[src/sv/msc_pkg.sv]
`timescale 1ns / 1ps
// ----------------------------------------------------------------------------
// msc_pkg
// Shared types and constants for the median-of-sample-set core.
// ----------------------------------------------------------------------------
package msc_pkg;

   localparam int MAX_SAMPLES_DEF = 64;
   localparam int SAMPLE_W        = 32;
   localparam int COUNT_OUT_W     = 7;

   typedef logic signed [SAMPLE_W-1:0] sample_type;

   // broadcast to every cell of the chain
   typedef struct packed {
      logic       insert;
      logic       shift;
      sample_type sample;
   } cell_ctrl_type;

endpackage

[src/sv/msc_cell.sv]
`timescale 1ns / 1ps
// ----------------------------------------------------------------------------
// msc_cell
// One cell of the sorted chain: holds one sample, takes part in an
// ordered insert or shifts down towards cell zero while draining.
// ----------------------------------------------------------------------------
module msc_cell #(
   parameter int INDEX = 0,
   parameter int CNT_W = 7
) (
   input  logic                  clock,
   input  msc_pkg::cell_ctrl_type ctrl,
   input  logic [CNT_W-1:0]      count,
   input  logic                  prev_gt,
   input  msc_pkg::sample_type   prev_val,
   input  msc_pkg::sample_type   next_val,
   output logic                  gt,
   output msc_pkg::sample_type   val
);
   import msc_pkg::*;

   sample_type val_ff;
   sample_type val_in;
   logic       occupied;

   always_comb begin
      occupied = CNT_W'(INDEX) < count;
      // empty cells rank above any sample
      gt       = !occupied || (val_ff > ctrl.sample);
      val_in   = val_ff;
      if (ctrl.insert) begin
         if (gt) begin
            val_in = prev_gt ? prev_val : ctrl.sample;
         end
      end else if (ctrl.shift) begin
         val_in = next_val;
      end
   end

   always_ff @(posedge clock) begin
      val_ff <= val_in;
   end

   assign val = val_ff;

endmodule
[config.mk]
export PLATFORM = sky130hd
export DESIGN_NAME = msc_cell
export DESIGN_NICKNAME = d
export VERILOG_FILES = /design/src/sv/msc_pkg.sv /design/src/sv/msc_cell.sv
export SDC_FILE = /design/constraint.sdc
export NUM_CORES = 1
export LEC_CHECK = 0
export ABC_AREA = 1
export BUFFER_PORTS_ARGS = -buffer_cell sky130_fd_sc_hd__clkbuf_2
export CORE_ASPECT_RATIO = 0.8
export CORE_UTILIZATION = 35
export CTS_BUF_LIST = sky130_fd_sc_hd__clkbuf_2
export CTS_CLUSTER_DIAMETER = 200
export DETAILED_ROUTE_END_ITERATION = 8
export PLACE_DENSITY = 0.66
export SYNTH_ARGS = -nofsm -noshare
export SYNTH_HDL_FRONTEND = slang
export SYNTH_SLANG_ARGS = --single-unit
[constraint.sdc]
create_clock -name clock -period 2.9 [get_ports clock]
set_input_delay 0.58 -clock clock [delete_from_list [all_inputs] [get_ports clock]]
set_output_delay 0.58 -clock clock [all_outputs]
set_load 0.01 [all_outputs]
==> impl_metrics.json <==
{
  "port_buffers": 139,
  "hpwl_um": 5370,
  "largest_reg_flops": 32,
  "path_class": "reg -> out",
  "first_global_vias": 2511,
  "start_util_pct": 36.4,
  "ys_seq_elements": 32,
  "cp_num_cells": 10,
  "rsz0062_at_grt": "false",
  "r2r_end": "val[14]",
  "cts_tree": "done",
  "core_sq_um": 6890,
  "syn-num-nets": 468,
  "synth-async-reset-ratio_pct": 0,
  "p_seq_share_pct": 46.7,
  "drt_iter0_markers": 62,
  "relSlewSlack_pct": 55.3,
  "yosys_warnings": 0,
  "syn_inst": 329,
  "fin_crit_ps": 2690,
  "crit_path_cell_trace": "ha_1 -> nand2_1 -> nor2_1 -> nand2_2 -> nor3b_2 -> nand2_1 -> nand3_1 -> nand3_2 -> nand2_2 -> clkbuf_2",
  "multi_input_area_sq_um": 1350,
  "wire_per_inst_um": 12.6,
  "cts_root_buffer": "clkbuf_2",
  "switchingPower_uw": 475,
  "max_freq_mhz": 371,
  "drive_above_1_share_pct": 34.8,
  "skew_ps": 34.8,
  "final.fill_count": 721,
  "ios": 140,
  "crit_arrival_ps": 2110,
  "antenna_found_initial": 0,
  "pwr-share-comb_pct": 37.2,
  "h-tree-depth": 2,
  "worstPathRequired_ps": 2320,
  "yosysUniqueCellTypes": 21,
  "die_h_um": 77.7,
  "r2r_start": "val[27]",
  "start_kind": "flip-flop",
  "grt_max_degree": 34,
  "setup_viol": 0,
  "r2r_slack_ps": 560,
  "p_int_uw": 875,
  "dr.pass1.iters": 4,
  "numCtsBuffers": 5,
  "power_density_nw_per_um2": 403,
  "timing.final.crit_share_pct": 92.9,
  "regArea_sq_um": 961,
  "critical_path_buf_inv_count": 1,
  "critPathMaxStageDelay_ps": 440,
  "worstSetupEndpointType": "output port",
  "ys.flop_type": "edfxtp_1",
  "cts_hold_buf": 0,
  "yosysSeqAreaShare_pct": 38.3,
  "vias": 2623,
  "worst_r2r_path_depth": 12,
  "cp_slowest_cell": "edfxtp_1",
  "clkLatencyLatePin_ps": 360,
  "clockBufferDepth": 2,
  "grt_remaining_overflow": 0,
  "cts.clk_slew.worst_paths_ps": 190,
  "cp_max_fo": 3,
  "dp.cells": 546,
  "slew_viol_final": 0,
  "clock_sinks": 32,
  "syn2layout_area_growth_pct": 33.7,
  "clockPowerShare_pct": 16.1,
  "grt.total_usage_pct": 19.4,
  "antenna_cells": 0,
  "endpoint": "gt",
  "final_nets": 606,
  "die_w_um": 96.7,
  "place_congestion": 0.812,
  "cap_violations": 0,
  "tightest_slew_ps": 671,
  "synth-edff-count": 32,
  "routed_via_density": 4.73,
  "syn_area_sq_um": 2510,
  "hold_viol": 0,
  "setup_tns_ps": 0,
  "status": "completed",
  "swShare_pct": 35.2,
  "ant_nets": 0,
  "drcViolationCount": 0,
  "hold_path_class": "in -> reg",
  "wirelength_um": 6990,
  "rows": 27,
  "vdd_drop_max_mv": 0.187,
  "syn_avg_cell_area_sq_um": 7.63,
  "cellLeakagePower_uw": 0.00180,
  "crit_start": "val[27]",
  "stdcell_count": 555,
  "grt_first_pass_wirelength_um": 11700,
  "cp_top_family": "simple AND/OR/NAND/NOR gates",
  "dieArea_sq_um": 7510
}
## worst reg2reg max path: cells and delay by family (launching register included)
family,cells,cell delay (ps)
flops,1,440
buf+inv,1,220
fa+ha+maj,1,310
simple gates,10,1040
## cells by family (layout without fill, tap and decap cells)
group                      Yosys count  in the layout  synth area share [%]
AOI/OAI and AO/OA                   83             83                  16.9
adders and majority gates           32             32                  16.0
DFF                                 32             32                  38.3
and+or+nand+nor                    127            127                  20.5
buffers and inverters               55            194                  8.38
## how the worst min path moves through the flow
stage | end | depth (start not counted) | from | slack [ps]
5_1_grt | val[22] | 3 | next_val[22] | 430
6_report | val[22] | 3 | next_val[22] | 490
2_1_floorplan | val[0] | 2 | next_val[0] | 780
3_3_place_gp | val[24] | 3 | next_val[24] | 860
3_5_place_dp | val[24] | 3 | next_val[24] | 870
4_1_cts | val[24] | 3 | next_val[24] | 460
## synthesized netlist by cell type (all sizes together), types with 2 or more instances
| cell | number | area, sq um |
|---|---|---|
| nand3 | 4 | 25.0 |
| edfxtp | 32 | 961 |
| a21oi | 14 | 70.1 |
| nand2 | 76 | 293 |
| ha | 32 | 400 |
| inv | 43 | 161 |
| o21ai | 66 | 330 |
| nand4 | 2 | 12.5 |
| o21a | 2 | 15.0 |
| clkbuf | 12 | 48.8 |
| nor2 | 42 | 160 |
## cell type report
type,instances,share of cell area (%)
inverters,43,4.81
multi-input cells,242,40.1
well taps,87,3.25
repair buffers,143,22.0
flip-flops and latches,32,28.7
clock buffers,7,1.04
clock inverters,1,0.112
## metrics by stage
stage          setup WS [ps]  area, sq um  power, uW  utilization [%]  hold slack [ps]
2_1_floorplan           94.4         2510        916                -              778
3_3_place_gp             341         3300       1130             47.9              863
3_5_place_dp             292         3300       1140             47.9              868
4_1_cts                  160         3340       1370             48.4              458
5_1_grt                 10.1         3350       1460             48.7              432
6_report                 206         3350       1350             48.7              488
## routing by layer
metal  vias up  wire (um)  GRT usage (%)
met3         4        473           4.95
met1      1144       3160           24.5
met4         0         36           4.63
met5         -          0              0
li1       1370          -              -
met2       105       3320           33.1
## cell usage in the layout, fill, tap and decap left out, drive strengths merged, types with 4 or more instances in the layout
cell type / instances
a21oi: 14
buf: 4
clkbuf: 146
edfxtp: 32
ha: 32
inv: 43
nand2: 76
nand3: 4
nor2: 42
o21ai: 66
## power groups by stage
stage,Sequential [uW],Clock (uW),Combinational (uW)
2_1_floorplan,667,0,249
3_3_place_gp,640,0,488
3_5_place_dp,642,0,499
4_1_cts,631,232,503
5_1_grt,639,245,572
6_report,630,217,502
## timing repair
action | 4_1_cts | 5_1_grt
buffers inserted | 0 | 1
resized for setup | 0 | 2
setup endpoints to repair | 0 | 1
(Power assumes the default switching activity.)
